$ cat config.mk
export PLATFORM = sky130hd
export DESIGN_NAME = hvn_lerp
export DESIGN_NICKNAME = d
export VERILOG_FILES = /design/src/hw/rtl/hvn_pkg.sv /design/src/hw/rtl/hvn_lerp.sv
export SDC_FILE = /design/constraint.sdc
export NUM_CORES = 1
export LEC_CHECK = 0
export BUFFER_PORTS_ARGS = -buffer_cell sky130_fd_sc_hd__buf_2
export CORE_ASPECT_RATIO = 0.5
export CORE_MARGIN = 1.5
export CORE_UTILIZATION = 50
export CTS_CLUSTER_DIAMETER = 100
export DETAILED_ROUTE_END_ITERATION = 8
export HOLD_SLACK_MARGIN = 0.02
export PLACE_DENSITY = 0.67
export SETUP_SLACK_MARGIN = 0.15
export SKIP_LAST_GASP = 1
export SYNTH_ARGS = -nofsm -noshare
export SYNTH_HDL_FRONTEND = slang
export SYNTH_SLANG_ARGS = --single-unit
export TNS_END_PERCENT = 10
$ cat constraint.sdc
create_clock -name clk -period 11.8 [get_ports clk]
set_input_delay 0.59 -clock clk [delete_from_list [all_inputs] [get_ports clk]]
set_output_delay 0.59 -clock clk [all_outputs]
set_load 0.05 [all_outputs]
$ cat src/hw/rtl/hvn_pkg.sv
// shared constants, types and helpers of the hashed value noise pipeline
package hvn_pkg;

	// lattice spacing
	localparam int unsigned CELL_BLOCKS  = 6000;
	localparam int unsigned CELL_SECONDS = 2400;

	// reciprocal multipliers for division by the cell spacing
	localparam int unsigned RECIP_SHIFT = 43;
	localparam logic [30:0] RECIP_BLK = 31'((64'd1 << RECIP_SHIFT) / CELL_BLOCKS);
	localparam logic [31:0] RECIP_SEC = 32'((64'd1 << RECIP_SHIFT) / CELL_SECONDS);

	// hash constants
	localparam logic [63:0] MUL_X       = 64'h9E3779B97F4A7C15;
	localparam logic [63:0] MUL_Z       = 64'hC2B2AE3D27D4EB4F;
	localparam logic [63:0] MUL_T       = 64'h165667B19E3779F9;
	localparam logic [63:0] MIX_A       = 64'hFF51AFD7ED558CCD;
	localparam logic [63:0] MIX_B       = 64'hC4CEB9FE1A85EC53;
	localparam logic [63:0] LATTICE_KEY = 64'h00000000000C10D5;

	localparam int unsigned NCORNER = 8;

	typedef logic [15:0] val_t;
	typedef logic [16:0] weight_t;
	typedef logic [63:0] hash_t;

	// lattice corner coordinates of one item
	typedef struct packed {
		logic [31:0] cx;
		logic [31:0] cz;
		logic [31:0] ct;
	} lattice_t;

	// position inside the cell
	typedef struct packed {
		logic [12:0] rx;
		logic [12:0] rz;
		logic [27:0] rt;
	} remain_t;

	// full 32 by 32 product
	function automatic logic [63:0] mul32(input logic [31:0] a, input logic [31:0] b);
		return {32'd0, a} * {32'd0, b};
	endfunction

endpackage

$ cat src/hw/rtl/hvn_lerp.sv
// rounded linear blend of two Q0.16 values, one stage
module hvn_lerp import hvn_pkg::*; (
	input  logic    clk,
	input  logic    en,
	input  val_t    a,
	input  val_t    b,
	input  weight_t w,
	output val_t    y
);

	logic [16:0] wn_c;
	logic [33:0] sum_c;
	val_t        y_s1;

	always_comb begin
		wn_c  = 17'd65536 - w;
		sum_c = {17'd0, a} * {17'd0, wn_c} + {17'd0, b} * {17'd0, w} + 34'd32768;
	end

	always_ff @(posedge clk) begin
		if (en) begin
			y_s1 <= sum_c[31:16];
		end
	end

	assign y = y_s1;

endmodule

# == Yosys cells after proc, flatten, opt, wreduce, memory -nomap -nowiden ==
# Index checks and enable logic that the tools add are counted.
# classes
add_sub_neg,3
multipliers,2
# ops
operator,n
16-bit by 17-bit multiplier with 32-bit output,2
"32-bit by 16-bit adder with 32-bit output, second input constant",1
32-bit adder,1
"17-bit subtractor, first input constant",1
# totals
ff_bits,16
input_bits,51
output_inout_bits,16
elab_cells,6

# == Depth between registers and ports, before layout ==
# logic_depth
word_depth,4
mapped_depth,34

# == Least setup slack after synthesis ==
# No wires, ideal clock.
# synth_timing
path_type,input to register
start,input port w[1]
end,"register y_s1[15] (netlist: y[15]), data pin"
setup_ps,267
arrival_time_ps,8154
setup_slack_ps,3379
cell_stages,30
n_path_buf,3
path_cell_list,clkbuf_1 -> clkbuf_1 -> inv_1 -> ha_1 -> nand2b_1 -> or4_4 -> nor4_1 -> xnor2_1 -> clkbuf_1 -> and2_1 -> fa_1 -> inv_1 -> fa_1 -> fa_1 -> fa_1 -> inv_1 -> fa_1 -> fa_1 -> fa_1 -> inv_1 -> fa_1 -> inv_1 -> ha_1 -> a21o_1 -> a21o_1 -> a21o_1 -> nand4_1 -> a2bb2oi_1 -> o311ai_0 -> xnor2_1
# synth_via
elab_chain_len,4
# synth_lines
element,line_no,source
"start, declared",hvn_lerp.sv:7,"input weight_t w,"
17-bit subtractor,hvn_lerp.sv:16,wn_c = 17'd65536 - w;
16-bit by 17-bit multiplier with 32-bit output,hvn_lerp.sv:17,"sum_c = {17'd0, a} * {17'd0, wn_c} + {17'd0, b} * {17'd0, w} + 34'd32768;"
32-bit adder (*),hvn_lerp.sv:17,
32-bit by 16-bit adder with 32-bit output (*),hvn_lerp.sv:17,
named net sum_c[31],hvn_lerp.sv:12,logic [33:0] sum_c;
"end signal, assigned",hvn_lerp.sv:22,y_s1 <= sum_c[31:16];
"end, declared",hvn_lerp.sv:13,val_t y_s1;
# The timed path passes the listed nets; every way through them passes the cells marked *.
# A chain may end at the register's enable or synchronous reset.

# == Final worst setup path ==
# layout_timing
start,input port w[4]
end,"register y_s1[15] (netlist: y[15]), data pin"
# Same word-level chain as after synthesis.

==> flow_metrics.py <==
metrics = {
    "setup_path": {
        "end_kind": "flop",
        "cpMaxStageDelayCell": "fa_1",
        "crit_path_max_fanout": 18,
        "critPathArrivalTime_ps": 9090,
        "crit_type": "primary input to flop",
        "start_kind": "primary input",
        "required_ps": 11790,
        "cpPeakStageDelay_ps": 570,
        "crit_start": "w[4]",
        "crit_top_cell": "fa_1",
    },
    "routing": {
        "via_per_inst": 5.11,
        "drt_iter0_drc": 621,
        "wl_per_cell_um": 17.3,
        "vias": 12600,
        "wirelength_um": 42700,
        "first_pass_iters": 5,
        "ant_nets": 0,
        "drc": 0,
    },
    "synthesis": {
        "synth_ff_type": "edfxtp_1",
        "postSynthAreaPerCell_sq_um": 9.38,
        "synth_top_area_share_pct": 50.5,
        "ys_types": 42,
        "netlist_area_sq_um": 18600,
        "async_flop_share_pct": 0,
        "yosys_register_bits": 16,
        "synth_area_leaders": "fa_1, ha_1, and2_1",
        "synth-warning-count": 0,
        "synth_cells": 1985,
        "synth_edf_count": 16,
        "synth.net_count": 2707,
        "ys_seq_area_share_pct": 2.58,
        "yosys.area.top_type": "fa_1",
    },
    "cells_and_area": {
        "fillers": 3362,
        "syn_to_final_growth_pct": 4.63,
        "final_layout_size_suffix_gt1_share_pct": 4.83,
        "multi_input_area_sq_um": 15900,
        "largest_register_ffs": 16,
        "seqCellArea_sq_um": 480,
        "fin_cells": 2472,
        "fin_nets": 2709,
    },
    "run": {
        "max-cap-violations": 0,
    },
    "clock_tree": {
        "hold_buffers": 0,
        "clock_sinks": 16,
        "cts_root_buffer": "clkbuf_16",
        "cts_inserted_buffers": 3,
        "cts_buffer_depth": 2,
        "clkTransAtPathRegs_ps": 50,
        "htreeDepth": 1,
        "post_cts_buffers": 0,
        "cts_tree": "yes",
        "cts_resized": 0,
    },
    "outcome": {
        "status": "finished clean",
    },
    "min_path": {
        "hp-class": "primary input to flop",
        "hp-start": "en",
    },
    "global_routing": {
        "antenna_found_initial": 1,
        "grt_pass1_vias": 14000,
        "globalRouteTotalUtil_pct": 24.4,
        "grt_remaining_overflow": 0,
        "grt_max_degree": 24,
        "grt_pass1_wl_um": 73300,
    },
    "sta": {
        "slew_viol_final": 0,
        "setup_viol": 0,
        "fin_crit_ps": 9100,
        "finalHoldViolations": 0,
        "max_slew_margin_pct": 30.1,
        "fmax_ghz": 0.110,
        "grt_setup_unrepaired": "no",
        "fin_tns_setup_ps": 0,
        "tightest_slew_ps": 1040,
        "finalCritPeriodShare_pct": 77.2,
        "fin_ws_ps": 2700,
    },
    "die": {
        "start_util_pct": 51.3,
        "fp.dieH_um": 139,
        "die_x_um": 276,
        "die_area_sq_um": 38500,
        "core_area_sq_um": 36300,
        "rows": 49,
        "ioPinCount": 67,
    },
    "place": {
        "dp_cells": 2466,
        "pre_cts_ws_ps": 2550,
        "gp_congestion": 0.914,
        "port_buffers": 66,
        "dp_hpwl_um": 35500,
    },
}
worst paths after layout:
kind | to | slack [ps] | depth (start not counted)
worst max-delay path | y[15] | 2700 | 25
worst min-delay path | y[14] | 780 | 1
layout make-up:
type / count / area share (%)
well taps: 484 / 3.11
flip-flops and latches: 16 / 2.47
clock inverters: 1 / 0.0193
multi-input cells: 1350 / 81.5
diodes: 2 / 0.0257
inverters: 538 / 10.4
clock buffers: 3 / 0.385
repair buffers: 78 / 2.15
logic make-up (layout without fill, tap and decap cells):
logic type,count (synthesis),in the layout,synth area share [%]
other,0,2,0
xor gates and xnor gates,40,40,2.02
buffers and inverters,619,620,12.5
adders and majority gates,671,671,64.0
AOI/OAI and AO/OA,39,39,1.46
muxes,1,1,0.0538
DFF,16,16,2.58
and+or+nand+nor,599,599,17.4
metal layers:
layer | vias to the layer above | share of wire [%] | GRT usage (%)
li1 | 5667 | - | -
met1 | 6569 | 43 | 34.6
met2 | 338 | 49 | 41.1
met3 | 59 | 5.4 | 2.59
met4 | 2 | 2.1 | 4.58
met5 | - | 0.021 | 0
worst max-delay path: cells and delay by family:
| kind | cells | cell delay [ps] |
|---|---|---|
| XOR/XNOR | 2 | 300 |
| buffers and inverters | 3 | 540 |
| AND/OR/NAND/NOR | 7 | 1750 |
| AO/OA/AOI/OAI | 4 | 1650 |
| adder cells (fa/ha/maj) | 9 | 4250 |
synthesized netlist by cell type (3+ instances only):
library cell  instances
inv_1               538
fa_1                470
and2_1              353
ha_1                201
nand2_1             192
clkbuf_1             79
xnor2_1              31
nor2_1               21
edfxtp_1             16
a21o_1                8
nor3_1                8
o21ai_0               8
xor2_1                7
a21oi_1               5
a211oi_1              4
and4_1                3
nand4_1               3
o211ai_1              3
or3_1                 3
stage by stage:
step / instance area (sq um) / hold slack [ps] / utilization (%)
finish: 19500 / 784 / 53.7
global route: 19500 / 804 / 53.7
CTS: 19500 / 791 / 53.7
detailed placement: 19400 / 1040 / 53.4
global placement: 19400 / 1040 / 53.4
floorplan: 18600 / 702 / -
cell usage in the layout (no fill, tap or decap), drive strengths merged, types with 3 or more instances in the layout:
| cell type | count |
|---|---|
| ha | 201 |
| edfxtp | 16 |
| a21o | 8 |
| nand4 | 3 |
| inv | 538 |
| nor3 | 8 |
| clkbuf | 3 |
| a211oi | 4 |
| and2 | 353 |
| nor2 | 21 |
| fa | 470 |
| nand2 | 193 |
| and4 | 3 |
| a21oi | 5 |
| or3 | 4 |
| xnor2 | 33 |
| or4 | 3 |
| xor2 | 7 |
| o211ai | 3 |
| o21ai | 8 |
| buf | 78 |
Power is not shown: default switching activity piles up to over one toggle a cycle in this logic, so the estimate is an artifact.
