[src/hw/rtl/hvn_pkg.sv]
// shared constants, types and helpers of the hashed value noise pipeline
package hvn_pkg;

	// lattice spacing
	localparam int unsigned CELL_BLOCKS  = 6000;
	localparam int unsigned CELL_SECONDS = 2400;

	// reciprocal multipliers for division by the cell spacing
	localparam int unsigned RECIP_SHIFT = 43;
	localparam logic [30:0] RECIP_BLK = 31'((64'd1 << RECIP_SHIFT) / CELL_BLOCKS);
	localparam logic [31:0] RECIP_SEC = 32'((64'd1 << RECIP_SHIFT) / CELL_SECONDS);

	// hash constants
	localparam logic [63:0] MUL_X       = 64'h9E3779B97F4A7C15;
	localparam logic [63:0] MUL_Z       = 64'hC2B2AE3D27D4EB4F;
	localparam logic [63:0] MUL_T       = 64'h165667B19E3779F9;
	localparam logic [63:0] MIX_A       = 64'hFF51AFD7ED558CCD;
	localparam logic [63:0] MIX_B       = 64'hC4CEB9FE1A85EC53;
	localparam logic [63:0] LATTICE_KEY = 64'h00000000000C10D5;

	localparam int unsigned NCORNER = 8;

	typedef logic [15:0] val_t;
	typedef logic [16:0] weight_t;
	typedef logic [63:0] hash_t;

	// lattice corner coordinates of one item
	typedef struct packed {
		logic [31:0] cx;
		logic [31:0] cz;
		logic [31:0] ct;
	} lattice_t;

	// position inside the cell
	typedef struct packed {
		logic [12:0] rx;
		logic [12:0] rz;
		logic [27:0] rt;
	} remain_t;

	// full 32 by 32 product
	function automatic logic [63:0] mul32(input logic [31:0] a, input logic [31:0] b);
		return {32'd0, a} * {32'd0, b};
	endfunction

endpackage

[src/hw/rtl/hvn_smooth.sv]
// smoothstep weight of one Q0.16 fraction, three stages
module hvn_smooth import hvn_pkg::*; (
	input  logic    clk,
	input  logic    en,
	input  weight_t f,
	output weight_t w
);

	logic [33:0] ff_s1;
	weight_t     f_s1;
	logic [16:0] q_c;
	logic [17:0] d_c;
	logic [34:0] prod_s2;
	weight_t     w_s3;

	// square rounded to Q0.16, times three minus twice the fraction
	always_comb begin
		q_c = 17'((ff_s1 + 34'd32768) >> 16);
		d_c = 18'd196608 - {f_s1, 1'b0};
	end

	always_ff @(posedge clk) begin
		if (en) begin
			ff_s1   <= {17'd0, f} * {17'd0, f};
			f_s1    <= f;
			prod_s2 <= {18'd0, q_c} * {17'd0, d_c};
			w_s3    <= 17'((prod_s2 + 35'd32768) >> 16);
		end
	end

	assign w = w_s3;

endmodule

[config.mk]
export PLATFORM = sky130hd
export DESIGN_NAME = hvn_smooth
export DESIGN_NICKNAME = d
export VERILOG_FILES = /design/src/hw/rtl/hvn_pkg.sv /design/src/hw/rtl/hvn_smooth.sv
export SDC_FILE = /design/constraint.sdc
export NUM_CORES = 1
export LEC_CHECK = 0
export ABC_AREA = 1
export BUFFER_PORTS_ARGS = -buffer_cell sky130_fd_sc_hd__buf_2
export CORE_ASPECT_RATIO = 1.25
export CORE_MARGIN = 2
export CORE_UTILIZATION = 30
export CTS_CLUSTER_SIZE = 40
export DETAILED_ROUTE_END_ITERATION = 8
export PLACE_DENSITY = 0.53
export SYNTH_ARGS = -nofsm -noshare
export SYNTH_HDL_FRONTEND = slang
export SYNTH_SLANG_ARGS = --single-unit
export TNS_END_PERCENT = 1
[constraint.sdc]
create_clock -name clk -period 6.4 [get_ports clk]
set_input_delay 0.64 -clock clk [delete_from_list [all_inputs] [get_ports clk]]
set_output_delay 0.64 -clock clk [all_outputs]
set_load 0.02 [all_outputs]
**Word-level counts from Yosys, hierarchy flattened**

Index checks and enable logic that the tools add are counted.
W data, S select, Z words.

- Add/subtract/negate cells: 3
- Multiply operators: 2

Operators by type and width:

| cell | number |
|---|---|
| $add A33 B16 Y33 const B | 2 |
| $mul A17 B17 Y33 | 1 |
| $mul A17 B18 Y33 | 1 |
| $sub A18 B18 Y18 const A | 1 |

- Flip-flop bits (word level): 100
- Input bits: 19
- Output and inout bits: 17
- Word-level logic and storage cells: 9

**Logic depth before layout (Yosys ltp)**

- Depth in word-level cells: 2
- Mapped depth: 36
- Gate-level depth less buffers: 34

**Worst setup path before layout**

No wires, ideal clock.

- Kind: register to register
- From: register ff_s1[0]
- To: register prod_s2[28] (data pin)
- Library setup time: 0.260 ns
- Arrival time: 6.479 ns
- Required time: 6.140 ns
- Setup slack: -0.339 ns
- Cell stages (with the launch flop): 32
- Buffers on the path: 2
- Clock period less this slack: 6.739 ns
- Cell sequence: edfxtp_1 > inv_2 > clkbuf_1 > ha_1 > nand3_1 > nor2_2 > inv_1 > nor2_1 > nand2_1 > xor2_1 > buf_2 > nand2_1 > fa_1 > inv_1 > fa_1 > inv_1 > fa_1 > inv_1 > fa_1 > fa_1 > inv_1 > fa_1 > inv_1 > ha_1 > a21o_1 > a21oi_1 > nor2_1 > nor2_1 > nand3_1 > nand2_1 > nand2_1 > xor2_1

- Word-level cells in the longest chain between the ends: 2

RTL lines:

| element | line | source |
|---|---|---|
| from (decl) | hvn_smooth.sv:9 | `logic [33:0] ff_s1;` |
| from (signal assigned) | hvn_smooth.sv:24 | `ff_s1 <= {17'd0, f} * {17'd0, f};` |
| $add A33 B16 Y33 | hvn_smooth.sv:18 | `q_c = 17'((ff_s1 + 34'd32768) >> 16);` |
| $mul A17 B18 Y33 | hvn_smooth.sv:26 | `prod_s2 <= {18'd0, q_c} * {17'd0, d_c};` |
| to (signal assigned) | hvn_smooth.sv:26 |  |
| to (decl) | hvn_smooth.sv:13 | `logic [34:0] prod_s2;` |

No other way between the ends.
A chain may end at the register's enable or synchronous reset.

**Worst setup path after layout**

- From: register f_s1[4]
- To: register prod_s2[29] (data pin)

- Word-level cells in the longest chain between the ends: 2

RTL lines:

| element | line | source |
|---|---|---|
| from (decl) | hvn_smooth.sv:10 | `weight_t f_s1;` |
| from (signal assigned) | hvn_smooth.sv:25 | `f_s1 <= f;` |
| $sub A18 B18 Y18 | hvn_smooth.sv:19 | `d_c = 18'd196608 - {f_s1, 1'b0};` |
| $mul A17 B18 Y33 | hvn_smooth.sv:26 |  |

No other way between the ends.

==> run_results.csv <==
group,metric,value,unit
outcome,status,"completed",
sta,hold_ws,566,ps
place,pre_cts_slack,-107,ps
yosys,synth_adder_area_share,0.512,
sta,fin_crit_sh,0.985,
grt,gr-total-overflow,0,
setup_path,critPathMaxFanout,9,
floorplanning,core_area,69300,um2
floorplanning,die_area,71900,um2
cts,cts_max_path_buffers,2,
setup_path,cp.arrival,6420,ps
yosys,synth_area_leaders,"fa_1 39%, inv_1 13%, ha_1 12%, nand2_1 10%, edfxtp_1 10%",
layout,area_growth,15.1,%
yosys,synth_top_area_cell,"fa_1",
route,drc,0,
sta,hold_violations,0,
yosys,ys_seq_area_frac,0.100,
layout,drive_gt1_frac,0.117,
sta,fmax,159,MHz
sta,setup_violations,0,
cts,clk_pin_slew,60,ps
route,num_vias,16400,
place,dp_hpwl,47900,um
setup_path,crit_path_top_delay_cell,"fa_1",
sta,fin_ws,96.5,ps
yosys,synth_area,20900,um2
route,totalWireLength,54500,um
yosys,async_reset_ff_frac,0,
setup_path,end_kind,"flip-flop",
yosys,synthSimpleGateAreaFrac,0.172,
sta,skew,12.5,ps
grt,grt_first_pass_wirelength,90100,um
floorplanning,io_pins,36,
yosys,synth_cell_types,44,
cts,clock_sinks,70,
layout,fin_nets,3393,
cts,clock-root-buffer,"clkbuf_16",
cts,cts_made_buffers,9,
floorplanning,rows,108,
sta,period_minus_slack,6300,ps
setup_path,cp_common_cell,"inv_1",
grt,antenna_found_initial,0,
cts,cts_tree,"built",
grt,track_usage,0.160,
yosys,postSynthAreaPerCell,8.04,um2
floorplanning,die_h,299,um
cts,holdBufCountCts,0,
hold_path,hold_class,"reg -> reg",
job,drv_cap,0,
yosys,synth_edf_count,70,
yosys,syn_inst,2605,
yosys,synth_seq_cells,70,
yosys,synth_top_area_frac,0.393,
sta,tns,0,ps
yosys,synth.area.mux_share,0,
place,dp.cells,3662,
yosys,synth_flop_cell,"edfxtp_1",
place,io_buffers,35,
floorplanning,start_util,0.302,
setup_path,path_delay_family,"adder cells",
yosys,synth_compound_area_frac,0.0373,
grt,grt_max_degree,71,
floorplanning,die_x,240,um
yosys,synth_xor_area_frac,0.0280,
setup_path,critPathBufInv,13,
setup_path,required,6520,ps
sta,slew_headroom,0.383,
yosys,synth_nets,3235,
route,vias_per_cell,4.42,
route,ant_nets,0,
setup_path,worstSetupPathType,"reg -> reg",
cts,htreeDepth,3,
place,gp_congestion,0.891,
setup_path,worstSetupStartpointType,"flip-flop",
sta,rsz0062_at_grt,"yes",
layout,final_cell_count_no_fill,3704,
sta,worstMarginPinSlew,925,ps
route,first_iter_violations,625,
sta,drv_slew,0,
setup_path,slowest_delay,500,ps
cts,clock_latency,350,ps
route,dr.pass1.iters,5,
yosys,synth_warnings,0,
route,wire_per_inst,14.7,um
grt,grt_pass1_vias,17700,
yosys,synth_top_family_by_area,"adder cells",
-- final timing paths --
path / from / to / slack [ps] / cells after the start
worst min register to register: prod_s2[16]$_DFFE_PP_ / w[0]$_DFFE_PP_ / 570 / 1
worst max-delay path: f_s1[4]$_DFFE_PP_ / prod_s2[29]$_DFFE_PP_ / 100 / 32
worst min-delay path: prod_s2[16]$_DFFE_PP_ / w[0]$_DFFE_PP_ / 570 / 1
worst max register to register: f_s1[4]$_DFFE_PP_ / prod_s2[29]$_DFFE_PP_ / 100 / 32
-- cells by family after synthesis --
logic type                 after synthesis
AOI/OAI and AO/OA                      136
xor gates and xnor gates                64
adders and majority gates              611
buffers and inverters                  826
DFF                                     70
and+or+nand+nor                        898
-- cell usage in the layout (no fill, tap or decap), types with 14 or more instances in the layout --
cell type / instances
inv_1: 739
nand2_1: 564
fa_1: 409
nor2_1: 191
ha_1: 189
buf_4: 159
edfxtp_1: 70
nand3_1: 53
a21oi_1: 49
xor2_1: 38
buf_2: 34
o21ai_0: 26
xnor2_1: 23
nand4_1: 19
inv_2: 16
nand2_2: 15
nor3_1: 15
nor2_2: 14
o21bai_1: 14
-- layout make-up --
class	instances	area (um2)
fillers	7312	45200
multi-input cells	1709	16000
inverters	762	2880
flip-flops and latches	70	2100
repair buffers	211	1660
well taps	935	1170
clock buffers	9	225
clock inverters	7	65.1
diodes	1	2.50
-- timing repair --
action,in CTS,in global routing
hold endpoints to repair,0,0
pin swaps,7,32
endpoints found under the setup margin,14,18
gates resized for setup,22,65
setup buffers,16,9
-- cells in the mapped netlist (6+ instances only) --
| cell type | instances |
|---|---|
| inv_1 | 753 |
| nand2_1 | 575 |
| fa_1 | 411 |
| ha_1 | 200 |
| nor2_1 | 198 |
| edfxtp_1 | 70 |
| a21oi_1 | 58 |
| nand3_1 | 58 |
| clkbuf_1 | 51 |
| xor2_1 | 39 |
| o21ai_0 | 35 |
| xnor2_1 | 23 |
| nand4_1 | 19 |
| nor3_1 | 15 |
| o21bai_1 | 14 |
| nor2_2 | 9 |
| a21o_1 | 8 |
| a31oi_1 | 7 |
| buf_2 | 7 |
| or2_2 | 7 |
| a21boi_0 | 6 |
-- flip-flops by register name, indices dropped and copies added (netlist names) --
| register | flops |
|---|---|
| ff_s1 | 19 |
| prod_s2 | 18 |
| f_s1 | 16 |
| w | 17 |
-- through the flow --
| step | area (um2) | utilization |
|---|---|---|
| 2_1_floorplan | 21000 | - |
| 3_3_place_gp | 23300 | 0.336 |
| 3_5_place_dp | 23300 | 0.336 |
| 4_1_cts | 23800 | 0.343 |
| 5_1_grt | 24100 | 0.348 |
| 6_report | 24100 | 0.348 |
-- routing by layer --
layer / up-vias / GRT usage / wire (um)
li1: 7894 / - / -
met1: 8088 / 0.186 / 21900
met2: 300 / 0.305 / 29100
met3: 85 / 0.0139 / 1730
met4: 0 / 0.0518 / 1860
met5: - / 0 / 0
Power is left out: the tool's default activity adds up to more than one toggle a clock period on the data nets, which glitch-free logic cannot reach.
