**config.mk**
```make
export PLATFORM = sky130hd
export DESIGN_NAME = hvn_mix
export DESIGN_NICKNAME = d
export VERILOG_FILES = /design/src/hw/rtl/hvn_pkg.sv /design/src/hw/rtl/hvn_mix.sv
export SDC_FILE = /design/constraint.sdc
export NUM_CORES = 2
export LEC_CHECK = 0
export ABC_AREA = 1
export BUFFER_PORTS_ARGS = -buffer_cell sky130_fd_sc_hd__buf_2
export CORE_MARGIN = 1.5
export CORE_UTILIZATION = 60
export CTS_BUF_LIST = sky130_fd_sc_hd__clkbuf_4 sky130_fd_sc_hd__clkbuf_8
export DETAILED_ROUTE_END_ITERATION = 8
export PLACE_DENSITY = 0.76
export SYNTH_ARGS = -nofsm -noshare
export SYNTH_HDL_FRONTEND = slang
export SYNTH_SLANG_ARGS = --single-unit
export TNS_END_PERCENT = 5
```
**constraint.sdc**
```tcl
create_clock -name clk -period 16.4 [get_ports clk]
set_input_delay 3.28 -clock clk [delete_from_list [all_inputs] [get_ports clk]]
set_output_delay 3.28 -clock clk [all_outputs]
set_load 0.03 [all_outputs]
```
**src/hw/rtl/hvn_pkg.sv**
```systemverilog
// shared constants, types and helpers of the hashed value noise pipeline
package hvn_pkg;

	// lattice spacing
	localparam int unsigned CELL_BLOCKS  = 6000;
	localparam int unsigned CELL_SECONDS = 2400;

	// reciprocal multipliers for division by the cell spacing
	localparam int unsigned RECIP_SHIFT = 43;
	localparam logic [30:0] RECIP_BLK = 31'((64'd1 << RECIP_SHIFT) / CELL_BLOCKS);
	localparam logic [31:0] RECIP_SEC = 32'((64'd1 << RECIP_SHIFT) / CELL_SECONDS);

	// hash constants
	localparam logic [63:0] MUL_X       = 64'h9E3779B97F4A7C15;
	localparam logic [63:0] MUL_Z       = 64'hC2B2AE3D27D4EB4F;
	localparam logic [63:0] MUL_T       = 64'h165667B19E3779F9;
	localparam logic [63:0] MIX_A       = 64'hFF51AFD7ED558CCD;
	localparam logic [63:0] MIX_B       = 64'hC4CEB9FE1A85EC53;
	localparam logic [63:0] LATTICE_KEY = 64'h00000000000C10D5;

	localparam int unsigned NCORNER = 8;

	typedef logic [15:0] val_t;
	typedef logic [16:0] weight_t;
	typedef logic [63:0] hash_t;

	// lattice corner coordinates of one item
	typedef struct packed {
		logic [31:0] cx;
		logic [31:0] cz;
		logic [31:0] ct;
	} lattice_t;

	// position inside the cell
	typedef struct packed {
		logic [12:0] rx;
		logic [12:0] rz;
		logic [27:0] rt;
	} remain_t;

	// full 32 by 32 product
	function automatic logic [63:0] mul32(input logic [31:0] a, input logic [31:0] b);
		return {32'd0, a} * {32'd0, b};
	endfunction

endpackage

```
**src/hw/rtl/hvn_mix.sv**
```systemverilog
// multiply-xorshift finalizer of one corner hash, three stages
module hvn_mix import hvn_pkg::*; (
	input  logic  clk,
	input  logic  en,
	input  hash_t h,
	output val_t  value
);

	hash_t       a_c;
	hash_t       m_c;
	hash_t       b_c;
	hash_t       m2_c;
	logic [63:0] pa0_s1;
	logic [31:0] pa1_s1;
	logic [31:0] pa2_s1;
	logic [63:0] pb0_s2;
	logic [31:0] pb1_s2;
	logic [31:0] pb2_s2;
	val_t        value_s3;

	// shift-xor steps around the two wide multiplies
	always_comb begin
		a_c  = h ^ (h >> 33);
		m_c  = pa0_s1 + {pa1_s1 + pa2_s1, 32'd0};
		b_c  = m_c ^ (m_c >> 29);
		m2_c = pb0_s2 + {pb1_s2 + pb2_s2, 32'd0};
	end

	always_ff @(posedge clk) begin
		if (en) begin
			pa0_s1   <= mul32(a_c[31:0], MIX_A[31:0]);
			pa1_s1   <= 32'(mul32(a_c[31:0], MIX_A[63:32]));
			pa2_s1   <= 32'(mul32(a_c[63:32], MIX_A[31:0]));
			pb0_s2   <= mul32(b_c[31:0], MIX_B[31:0]);
			pb1_s2   <= 32'(mul32(b_c[31:0], MIX_B[63:32]));
			pb2_s2   <= 32'(mul32(b_c[63:32], MIX_B[31:0]));
			// last xor-shift folded into the picked bits
			value_s3 <= m2_c[23:8] ^ m2_c[55:40];
		end
	end

	assign value = value_s3;

endmodule

```
# Word level (Yosys, flattened, before mapping)
# Index checks and enable logic that the tools add are counted.
# Widths: inputs -> output; s select.
# op_classes
bitwise_logic,3
n_addsub,4
multipliers,6
# ops
op,n
$add 64x64->64,1
$mul 32x32->64 const B,1
$xor 64x31->64,1
$xor 64x35->64,1
$add 56x56->56,1
$mul 32x29->56 const B,1
$add 32x32->32,1
$mul 32x25->32 const B,1
$mul 32x29->24 const B,1
$mul 32x30->32 const B,1
$mul 32x31->23 const B,1
$add 24x24->24,1
$xor 16x16->16,1
# word_totals
regBits,247
wordCells,20

# Longest topological paths before layout
# depth
depth_word,4
mapped_depth,56
ltp_nobuf,56

# Least setup slack after synthesis
# OpenSTA, ideal clock, no wires.
# synth_timing
path_kind,input to register
start,input h[11]
end,"register pa0_s1[55], data pin"
required_ps,16142
setup_ps,258
cell_stages,23
n_path_buf,0
t_arrival_ps,9438
setup_slack_ps,6704
cell_sequence,xnor2_1 > inv_1 > ha_1 > fa_1 > fa_1 > inv_1 > fa_1 > fa_1 > fa_1 > inv_1 > fa_1 > fa_1 > ha_1 > nand2_1 > nor2_1 > inv_1 > nor2_1 > inv_1 > nor2_1 > nand3_1 > o211ai_1 > a21oi_1 > xnor2_1
# synth_via
elab_chain_len,2
# synth_rtl
item,line,text
start: declaration,hvn_mix.sv:5,"input hash_t h,"
$xor 64x31->64,hvn_mix.sv:23,a_c = h ^ (h >> 33);
$mul 32x32->64,hvn_pkg.sv:43,"return {32'd0, a} * {32'd0, b};"
end signal: assignment,hvn_mix.sv:31,"pa0_s1 <= mul32(a_c[31:0], MIX_A[31:0]);"
end: declaration,hvn_mix.sv:13,logic [63:0] pa0_s1;
# No other way between the ends.
# A chain may end at the register's enable or synchronous reset.

# Final worst setup path
# layout_timing
start,register pa2_s1[2]
end,"register pb0_s2[53], data pin"
# layout_via
elab_chain_len,4
# layout_rtl
item,line,text
start: declaration,hvn_mix.sv:15,logic [31:0] pa2_s1;
start signal: assignment,hvn_mix.sv:33,"pa2_s1 <= 32'(mul32(a_c[63:32], MIX_A[31:0]));"
$add 32x32->32,hvn_mix.sv:24,"m_c = pa0_s1 + {pa1_s1 + pa2_s1, 32'd0};"
$add 64x64->64,hvn_mix.sv:24,
$xor 64x35->64,hvn_mix.sv:25,b_c = m_c ^ (m_c >> 29);
$mul 32x29->56,hvn_pkg.sv:43,
end signal: assignment,hvn_mix.sv:34,"pb0_s2 <= mul32(b_c[31:0], MIX_B[31:0]);"
end: declaration,hvn_mix.sv:16,logic [63:0] pb0_s2;
# No other way between the ends.

==> results.py <==
metrics = {
    "timing": {
        "tightest_slew_ps": 1180,
        "max_freq_ghz": 0.0825,
        "rsz0062_at_grt": "no",
        "tns_ps": 0,
        "slew_viol_final": 0,
        "final-setup-viol-count": 0,
        "post-route-period-util_pct": 73.9,
        "relSlewSlack_pct": 21.0,
        "finalClockSkew_ps": 44.2,
        "period_needed_ps": 12120,
        "hold_viol": 0,
    },
    "cts": {
        "cts_tree": "yes",
        "cts.sinks": 230,
        "clockRootBuffer": "clkbuf_8",
        "clk_latency_ps": 690,
        "numCtsBuffers": 42,
        "cts_buffer_depth": 3,
        "post-cts-setup-buffers": 0,
        "ctsHoldBuffers": 0,
        "clk_pin_slew_ps": 70,
        "cts_resized": 0,
        "htree_num_levels": 2,
    },
    "worst_setup_path": {
        "cpPeakStageDelay_ps": 820,
        "path_common_cell": "inv_1",
        "path_max_fanout": 11,
        "setup.worst_path.class": "reg -> reg",
        "critical_path.slowest_cell": "xor2_1",
        "end_kind": "register",
        "required_ps": 16790,
        "critPathLaunchType": "register",
        "arrival_ps": 12510,
    },
    "yosys": {
        "async_flop_share_pct": 0,
        "syn_nets": 10599,
        "synth_edf_count": 230,
        "yosysTopAreaCellShare_pct": 38.0,
        "ys_seq_elements": 230,
        "yosys.area.top_type": "fa_1",
        "syn_area_um2": 74000,
        "synth-main-ff-cell": "edfxtp_1",
        "syn_area_per_cell_um2": 9.51,
        "ys_types": 50,
        "ys_seq_area_share_pct": 9.33,
        "ys_warn_count": 0,
        "syn_inst": 7782,
        "synth_area_leaders": "fa_1 (38%), ha_1 (23%), inv_1 (12%), edfxtp_1 (9.3%), nand2_1 (3.9%)",
    },
    "route": {
        "vias_per_cell": 5.55,
        "drtIter0Drc": 3993,
        "first_pass_iters": 6,
        "drtAntennaViolNets": 0,
        "wirelength_um": 224000,
        "vias": 53301,
        "drc": 0,
        "wire_per_inst_um": 23.3,
    },
    "finish": {
        "nets": 10762,
        "layout_common_cells": "inv_1 (2325), fa_1 (1403), ha_1 (1348)",
        "final_common_cell": "inv_1",
        "fillers": 10288,
        "fin_area_um2": 77700,
        "area_growth_pct": 5.02,
        "drive_above_1_share_pct": 3.01,
    },
    "placement": {
        "place.gp.congestion": 1.08,
        "dp_hpwl_um": 200000,
        "io_buffers": 81,
        "placed_cell_area_um2": 76800,
    },
    "die": {
        "die_y_um": 354,
        "core_um2": 122000,
        "rows": 128,
        "start_util_pct": 60.6,
        "die_x_um": 354,
        "ios": 82,
        "die-area_um2": 125000,
    },
    "run_status": {
        "status": "finished clean",
    },
    "grt": {
        "grt_max_degree": 79,
        "grt_usage_pct": 36.4,
        "grt_antenna_before_repair": 6,
        "gr-total-overflow": 0,
        "grt_pass1_vias": 57774,
        "grt_pass1_wl_um": 339000,
    },
    "run": {
        "cap_violations": 0,
    },
    "worst_hold_path": {
        "hp-class": "reg -> reg",
    },
}
Yosys cell counts, drive strengths merged (11+ instances only):
master	instances
nand3	152
nand2	772
ha	1348
inv	2328
fa	1403
a21oi	353
o21bai	35
xor2	259
edfxtp	230
xnor2	182
a211oi	11
nor2	282
a31oi	37
o21ai	180
nand4	45
nor3	35
a21o	32
per-layer routing:
layer  global-route usage (%)  vias up  routed length, um
met5                        0        -                 55
met4                     23.5        8              18300
met3                     5.46      578              15500
met2                     61.0     2086             106000
met1                     44.0    26394              84300
li1                         -    24235                  -
state kept, by name (all words and copies together) (netlist names):
name and cells:
pa0_s1 64, pa1_s1 31, pa2_s1 32, pb0_s2 40, pb1_s2 23, pb2_s2 24, value 16
kinds of logic (layout without fill, tap and decap cells):
family                   Yosys count  in the layout  share of synthesized area [%]
AND/OR/NAND/NOR                 1324           1324                           7.42
XOR/XNOR                         441            441                           5.29
AO/OA/AOI/OAI                    705            705                           5.39
adder cells (fa/ha/maj)         2751           2751                           60.7
flip-flops                       230            230                           9.33
buffers and inverters           2331           2527                           11.8
other                              0              2                              0
area by class of cell:
class / instances / area (um^2) / area share [%]
Antenna cell: 2 / 5.00 / 0.00644
Clock buffer: 46 / 608 / 0.782
Clock inverter: 31 / 343 / 0.441
Inverter: 2328 / 8740 / 11.2
Multi-Input combinational cell: 5221 / 58400 / 75.1
Sequential cell: 230 / 6910 / 8.89
Tap cell: 1625 / 2030 / 2.62
Timing Repair Buffer: 122 / 723 / 0.931
stage by stage:
stage / hold slack [ps] / utilization [%] / worst slack (ps) / cells
floorplan: 523 / - / 6700 / 7782
global placement: 539 / 62.9 / 4510 / 9526
detailed placement: 566 / 62.9 / 4420 / 9526
CTS: 585 / 63.7 / 4340 / 9603
global route: 601 / 63.7 / 3660 / 9604
finish: 576 / 63.7 / 4280 / 9605
path summary, 6_finish.rpt:
| check | from | end | slack [ps] | depth (start not counted) |
|---|---|---|---|---|
| worst max register to register | pa2_s1[2] | pb0_s2[53] | 4280 | 44 |
| worst min-delay path | pb0_s2[22] | value[14] | 580 | 2 |
| worst min register to register | pb0_s2[22] | value[14] | 580 | 2 |
| worst max-delay path | pa2_s1[2] | pb0_s2[53] | 4280 | 44 |
critical path, delay by kind of cell, from the launching register on:
kind                     cells  cell delay (ps)
AO/OA/AOI/OAI               11             2200
XOR/XNOR                     4             2030
adder cells (fa/ha/maj)     11             4880
AND/OR/NAND/NOR              8             1110
buffers and inverters       10             1170
flip-flops                   1              370
Power is left out: the tool's default activity adds up to more than one toggle a clock period on the data nets, which glitch-free logic cannot reach.
