$ cat src/hw/rtl/hvn_pkg.sv
// shared constants, types and helpers of the hashed value noise pipeline
package hvn_pkg;

	// lattice spacing
	localparam int unsigned CELL_BLOCKS  = 6000;
	localparam int unsigned CELL_SECONDS = 2400;

	// reciprocal multipliers for division by the cell spacing
	localparam int unsigned RECIP_SHIFT = 43;
	localparam logic [30:0] RECIP_BLK = 31'((64'd1 << RECIP_SHIFT) / CELL_BLOCKS);
	localparam logic [31:0] RECIP_SEC = 32'((64'd1 << RECIP_SHIFT) / CELL_SECONDS);

	// hash constants
	localparam logic [63:0] MUL_X       = 64'h9E3779B97F4A7C15;
	localparam logic [63:0] MUL_Z       = 64'hC2B2AE3D27D4EB4F;
	localparam logic [63:0] MUL_T       = 64'h165667B19E3779F9;
	localparam logic [63:0] MIX_A       = 64'hFF51AFD7ED558CCD;
	localparam logic [63:0] MIX_B       = 64'hC4CEB9FE1A85EC53;
	localparam logic [63:0] LATTICE_KEY = 64'h00000000000C10D5;

	localparam int unsigned NCORNER = 8;

	typedef logic [15:0] val_t;
	typedef logic [16:0] weight_t;
	typedef logic [63:0] hash_t;

	// lattice corner coordinates of one item
	typedef struct packed {
		logic [31:0] cx;
		logic [31:0] cz;
		logic [31:0] ct;
	} lattice_t;

	// position inside the cell
	typedef struct packed {
		logic [12:0] rx;
		logic [12:0] rz;
		logic [27:0] rt;
	} remain_t;

	// full 32 by 32 product
	function automatic logic [63:0] mul32(input logic [31:0] a, input logic [31:0] b);
		return {32'd0, a} * {32'd0, b};
	endfunction

endpackage

$ cat src/hw/rtl/hvn_cell.sv
// floor division of position and time by the cell spacing, three stages
module hvn_cell import hvn_pkg::*; (
	input  logic               clk,
	input  logic               en,
	input  logic signed [31:0] pos_x,
	input  logic signed [31:0] pos_z,
	input  logic [47:0]        time_q16,
	output lattice_t           lat,
	output remain_t            rem
);

	logic signed [31:0] pos [2];
	logic [30:0] n_c [2];
	logic        neg_s1 [2];
	logic [30:0] n_s1 [2];
	logic [61:0] prod_s1 [2];
	logic [31:0] nt_s1;
	logic [15:0] tlo_s1;
	logic [63:0] prodt_s1;

	logic [18:0] qe_c [2];
	logic [31:0] rf_c [2];
	logic [20:0] qt_c;
	logic [31:0] rtf_c;
	logic        neg_s2 [2];
	logic [18:0] qe_s2 [2];
	logic [13:0] r_s2 [2];
	logic [20:0] qt_s2;
	logic [12:0] rt_s2;
	logic [15:0] tlo_s2;

	logic [18:0] q_c [2];
	logic [12:0] rr_c [2];
	logic [31:0] cell_c [2];
	logic [12:0] rem_c [2];
	logic [20:0] qtc_c;
	logic [11:0] rtc_c;
	lattice_t    cell_s3;
	remain_t     rem_s3;

	assign pos[0] = pos_x;
	assign pos[1] = pos_z;

	// negative values divide their complement
	always_comb begin
		for (int l = 0; l < 2; l++) begin
			n_c[l] = pos[l][31] ? ~pos[l][30:0] : pos[l][30:0];
		end
	end

	// quotient estimate and remainder
	always_comb begin
		for (int l = 0; l < 2; l++) begin
			qe_c[l] = prod_s1[l][61:43];
			rf_c[l] = {1'b0, n_s1[l]} - {13'd0, qe_c[l]} * 32'(CELL_BLOCKS);
		end
		qt_c  = prodt_s1[63:43];
		rtf_c = nt_s1 - {11'd0, qt_c} * 32'(CELL_SECONDS);
	end

	// one correction step, then undo the complement
	always_comb begin
		for (int l = 0; l < 2; l++) begin
			if (r_s2[l] >= 14'(CELL_BLOCKS)) begin
				q_c[l]  = qe_s2[l] + 19'd1;
				rr_c[l] = 13'(r_s2[l] - 14'(CELL_BLOCKS));
			end else begin
				q_c[l]  = qe_s2[l];
				rr_c[l] = r_s2[l][12:0];
			end
			if (neg_s2[l]) begin
				cell_c[l] = ~{13'd0, q_c[l]};
				rem_c[l]  = 13'(CELL_BLOCKS - 1) - rr_c[l];
			end else begin
				cell_c[l] = {13'd0, q_c[l]};
				rem_c[l]  = rr_c[l];
			end
		end
		if (rt_s2 >= 13'(CELL_SECONDS)) begin
			qtc_c = qt_s2 + 21'd1;
			rtc_c = 12'(rt_s2 - 13'(CELL_SECONDS));
		end else begin
			qtc_c = qt_s2;
			rtc_c = rt_s2[11:0];
		end
	end

	// stage registers
	always_ff @(posedge clk) begin
		if (en) begin
			for (int l = 0; l < 2; l++) begin
				neg_s1[l]  <= pos[l][31];
				n_s1[l]    <= n_c[l];
				prod_s1[l] <= {31'd0, n_c[l]} * {31'd0, RECIP_BLK};
				neg_s2[l]  <= neg_s1[l];
				qe_s2[l]   <= qe_c[l];
				r_s2[l]    <= rf_c[l][13:0];
			end
			nt_s1    <= time_q16[47:16];
			tlo_s1   <= time_q16[15:0];
			prodt_s1 <= mul32(time_q16[47:16], RECIP_SEC);
			qt_s2    <= qt_c;
			rt_s2    <= rtf_c[12:0];
			tlo_s2   <= tlo_s1;
			cell_s3.cx <= cell_c[0];
			cell_s3.cz <= cell_c[1];
			cell_s3.ct <= {11'd0, qtc_c};
			rem_s3.rx  <= rem_c[0];
			rem_s3.rz  <= rem_c[1];
			rem_s3.rt  <= {rtc_c, tlo_s2};
		end
	end

	assign lat = cell_s3;
	assign rem = rem_s3;

endmodule

$ cat config.mk
export PLATFORM = sky130hd
export DESIGN_NAME = hvn_cell
export DESIGN_NICKNAME = d
export VERILOG_FILES = /design/src/hw/rtl/hvn_pkg.sv /design/src/hw/rtl/hvn_cell.sv
export SDC_FILE = /design/constraint.sdc
export NUM_CORES = 2
export LEC_CHECK = 0
export BUFFER_PORTS_ARGS = -buffer_cell sky130_fd_sc_hd__buf_2
export CAP_MARGIN = 15
export CORE_UTILIZATION = 41
export DETAILED_ROUTE_END_ITERATION = 10
export PLACE_DENSITY = 0.56
export SYNTH_ARGS = -nofsm -noshare
export SYNTH_HDL_FRONTEND = slang
export SYNTH_SLANG_ARGS = --single-unit
$ cat constraint.sdc
create_clock -name clk -period 26.8 [get_ports clk]
set_input_delay 0 -clock clk [delete_from_list [all_inputs] [get_ports clk]]
set_output_delay 0 -clock clk [all_outputs]
set_load 0.1 [all_outputs]
Yosys cells after proc, flatten, opt, wreduce, memory -nomap -nowiden:

Memory sizes are Yosys's and may differ from the RTL's.
Cells that the tools add are included.

* register bits: 282
* bits in writable memories: 256
* bits of input ports: 114
* memories kept: 6
* output and inout bits: 150
* logic and storage cells: 58

Memories
* prod_s1: words 2, bits a word 62, rd ports 2, clocked after Yosys merged registers in 0, write ports 2, line hvn_cell.sv:16 `logic [61:0] prod_s1 [2];`
* n_s1: words 2, bits a word 31, rd ports 2, clocked after Yosys merged registers in 0, write ports 2, line hvn_cell.sv:15 `logic [30:0] n_s1 [2];`
* qe_s2: words 2, bits a word 19, rd ports 2, clocked after Yosys merged registers in 0, write ports 2, line hvn_cell.sv:26 `logic [18:0] qe_s2 [2];`
* r_s2: words 2, bits a word 14, rd ports 2, clocked after Yosys merged registers in 0, write ports 2, line hvn_cell.sv:27 `logic [13:0] r_s2 [2];`
* neg_s1: words 2, bits a word 1, rd ports 2, clocked after Yosys merged registers in 0, write ports 2, line hvn_cell.sv:14 `logic neg_s1 [2];`
* neg_s2: words 2, bits a word 1, rd ports 2, clocked after Yosys merged registers in 0, write ports 2, line hvn_cell.sv:25 `logic neg_s2 [2];`

* add/sub/neg operators: 11
* bitwise logic cells: 4
* $mul: 6
* $lt $le $gt $ge: 3
* muxes and demuxes: 14

Operator list (number)
* multiplier 31 x 31 -> 62 bit, second input constant: 2
* two-way mux 19 bit: 4
* multiplier 32 x 32 -> 64 bit, second input constant: 1
* NOT 19 -> 32 bit: 2
* two-way mux 31 bit: 2
* NOT 31 bit: 2
* two-way mux 13 bit: 4
* adder 19 x 1 -> 19 bit, second input constant: 2
* multiplier 19 x 9 -> 10 bit, second input constant: 2
* greater-or-equal comparator 14 x 13 -> 1 bit, second input constant: 2
* subtractor 14 bit: 2
* subtractor 13 bit, first input constant: 2
* subtractor 13 bit, second input constant: 2
* adder 21 x 1 -> 21 bit, second input constant: 1
* multiplier 21 x 7 -> 8 bit, second input constant: 1
* two-way mux 21 bit: 1
* greater-or-equal comparator 13 x 12 -> 1 bit, second input constant: 1
* subtractor 13 bit: 1
* two-way mux 12 bit: 1
* subtractor 12 bit, second input constant: 1
* two-way mux 1 bit: 2

Depth between registers and ports, before layout:

An unclocked memory read counts as a cell.

* depth after elaboration: 5
* mapped depth: 31
* gate-level depth less buffers: 27

Worst setup path after synthesis:

Ideal clock, no wire load.

* kind: input to register
* start: input port pos_x[31]
* end: memory prod_s1[0][61], data pin
* buffers on the path: 5
* setup slack: 17.974 ns
* required time: 26.538 ns
* stages: 25
* data arrival time: 8.564 ns
* path through: buf_2 > buf_1 > buf_1 > buf_1 > xor2_1 > inv_1 > fa_1 > inv_1 > fa_1 > ha_1 > fa_1 > fa_1 > fa_1 > fa_1 > fa_1 > ha_1 > nand3_1 > nor2_1 > or4b_4 > o41ai_4 > a41oi_1 > or2_1 > buf_6 > o311ai_4 > xnor2_1

RTL lines
* from (decl): line hvn_cell.sv:5 `input logic signed [31:0] pos_x,`
* to (decl): line hvn_cell.sv:16

==> summary.md <==
| Metric | Value |
|---|---|
| Mapped Area | 66000 um^2 |
| Dpl hpwl | 163000 um |
| Final nets | 8799 |
| Synthesis warning total | 0 |
| Via Count | 42.3k |
| Final global-route overflow total | 0 |
| Hold Fails Final Rpt | 0 |
| Final worst-path cycle share | 31.0% |
| Commonest non-fill, non-tap cell in the layout | inv_1 |
| Achievable Freq | 120 MHz |
| Min Tclk post-route | 8.32 ns |
| Main synth FF type | edfxtp_1 |
| Worst Setup End Kind | flop |
| Core ar. | 159000 um^2 |
| Netlist cell types | 81 |
| Initial Util | 41.5% |
| TritonRoute pass-1 iters | 7 |
| Mapped Avg Cell Area | 11.0 um^2 |
| Worst-path cell chain | buf_2 > buf_4 > xor2_1 > inv_1 > fa_1 > inv_1 > fa_1 > ha_1 > fa_1 > fa_1 > fa_1 > fa_1 > ha_1 > ha_1 > nand4_1 > or3_1 > or4_1 > a31oi_1 > or3_1 > a32oi_1 > a21boi_1 > o41ai_2 > o21ba_2 > xnor2_1 |
| Slew @ Worst Pin | 1.11 ns |
| Max transition margin | 25.9% |
| Sequential element share of the synthesized area | 16.0% |
| Startpoint types | input pin |
| CTS tree | done |
| Slowest CP cell | xor2_1 |
| HP Class | in2reg |
| RSZ-0062 raised after global routing | false |
| Crit path DAT | 8.67 ns |
| Fin worst setup slack | 18.48 ns |
| 1st-iter DRT viols | 2573 |
| RD Place Congestion | 0.964 |
| Vias per cell | 4.98 |
| Number of post-CTS setup repair buffers | 0 |
| Crit path kind | in2reg |
| Final WL | 184000 um |
| Total die area | 162000 um^2 |
| Number of global-route vias before repair | 45.6k |
| Post-synth EDFFs | 351 |
| Worst-path maximum fanout | 45 |
| Origin of the critical flop-to-flop path | prod_s1[0][109] |
| Worst path top cell family by delay | adder cells |
| Largest net degree at the start of global routing | 132 |
| WP data required | 27.15 ns |
| Worst-Skew Late Latency | 0.61 ns |
| Initial antenna violation count | 12 |
| Area growth from synthesis to layout | 8.97% |
| I/O Buffers | 252 |
| Final setup vio count | 0 |
| CTS max path bufs | 3 |
| Asr flop ratio synth | 0% |
| Share of layout cells above drive strength 1 | 6.25% |
| Clk pin slew, worst setup/hold paths | 0.06 ns |
| Pre-CTS setup slack | 17.89 ns |
| Clock Sinks | 351 |
| Die height | 403 um |
| Status | complete, no violations |
| Post-Synthesis Cells | 5991 |
| First-pass GRT wire length | 278000 um |
| Commonest cells after routing, fill and taps aside | inv_1 (1579), ha_1 (1190), fa_1 (1174) |
| Max-Cap Viols | 0 |
| Clk Tree Root Cell | clkbuf_16 |
| Slew Limit Fails | 0 |
| CP startpoint | pos_z[31] |
| CTS buffer count | 45 |
| Global-route usage over all layers | 23.1% |
| Hold_sp | pos_x[13] |
| Ports | 264 |
| Routed WL per cell | 21.6 um |
| Yosys reg bits | 351 |
| H-tree Lvls | 2 |
| # DRC | 0 |
| Routed Antenna Nets | 0 |
| CP Buf/Inv Count | 4 |
| Num rows | 146 |
| Chip Width | 403 um |
| Setup TNS | 0 ns |
| Top cell by count, worst path | fa_1 |
| Layout Skew | 0.0421 ns |
| Max stage delay on crit path | 0.92 ns |
cell usage after synthesis (13+ instances only):
| master | n | area share, % |
|---|---|---|
| inv_1 | 1579 | 9.0 |
| nand3_1 | 68 | 0.52 |
| a21o_1 | 98 | 1.1 |
| nor2_1 | 130 | 0.74 |
| o21bai_1 | 28 | 0.32 |
| edfxtp_1 | 351 | 16 |
| and2_1 | 13 | 0.12 |
| xnor2_1 | 297 | 3.9 |
| clkbuf_1 | 15 | 0.085 |
| nand4_1 | 37 | 0.35 |
| nor3_1 | 27 | 0.20 |
| a21oi_1 | 199 | 1.5 |
| o21a_1 | 13 | 0.15 |
| and3_1 | 29 | 0.28 |
| o21ai_0 | 109 | 0.83 |
| fa_1 | 1174 | 36 |
| ha_1 | 1190 | 23 |
| a31oi_1 | 15 | 0.14 |
| nand2_1 | 182 | 1.0 |
| a211oi_1 | 13 | 0.15 |
| nor2b_1 | 24 | 0.23 |
| buf_4 | 35 | 0.40 |
| xor2_1 | 199 | 2.6 |
per-layer routing:
metal	track usage, %	up-vias	share of wire [%]
li1	-	19700	-
met1	32.1	21300	45
met2	36.7	1128	45
met3	4.66	237	6.5
met4	6.50	16	3.1
met5	0	-	0.056
kinds of logic (layout without fill, tap and decap cells):
family,count (synthesis),count (layout),share of synthesized area [%]
AOI/OAI and AO/OA,559,559,5.39
xor gates and xnor gates,496,496,6.59
adders and majority gates,2364,2364,58.2
buffers and inverters,1642,1996,9.56
DFF,351,351,16.0
muxes,7,7,0.110
other,1,14,0.00569
and+or+nand+nor,571,571,4.16
repair_timing:
action | CTS | global route
hold buffers | 39 | 0
gates resized for setup | 0 | 0
hold endpoints to repair | 159 | 0
worst paths after layout:
path,depth (start not counted),end,slack (ns)
setup / recovery,24,prod_s1[0][115],18.48
hold / removal,3,n_s1[0][13],0.04
setup reg to reg,16,r_s2[0][27],22.55
hold reg to reg,0,r_s2[0][1],0.40
flip-flops by register name, indices dropped and copies added (netlist names), 21 cells and up:
register and cells:
lat 61, n_s1 28, prod_s1 38, prodt_s1 21, qe_s2 38, qt_s2 21, r_s2 28, rem 54
final cells by class:
type / count / area, um^2
Sequential cell: 351 / 10500
Fill cell: 15100 / 87200
Clock buffer: 48 / 1140
Multi-Input combinational cell: 4008 / 49200
Tap cell: 2146 / 2690
Clock inverter: 33 / 407
Inverter: 1579 / 5930
Antenna cell: 3 / 7.51
Timing Repair Buffer: 336 / 2010
worst min-delay path: cells and delay by family:
| kind | cells | cell delay, ns |
|---|---|---|
| buf+inv | 2 | 0.34 |
| xor+xnor | 1 | 0.08 |
metrics by stage:
step	utilization (%)	hold WS (ns)	cell area, um^2	cells
final	45.2	0.0402	71900	8504
after global placement	43.9	0.177	69900	8381
after floorplan	-	0.0989	66000	6001
after global routing	45.2	0.0244	71900	8504
after detailed placement	44.0	0.179	69900	8381
after CTS	45.2	0.00491	71900	8501
Power is left out: the tool's default activity adds up to more than one toggle a clock period on the data nets, which glitch-free logic cannot reach.
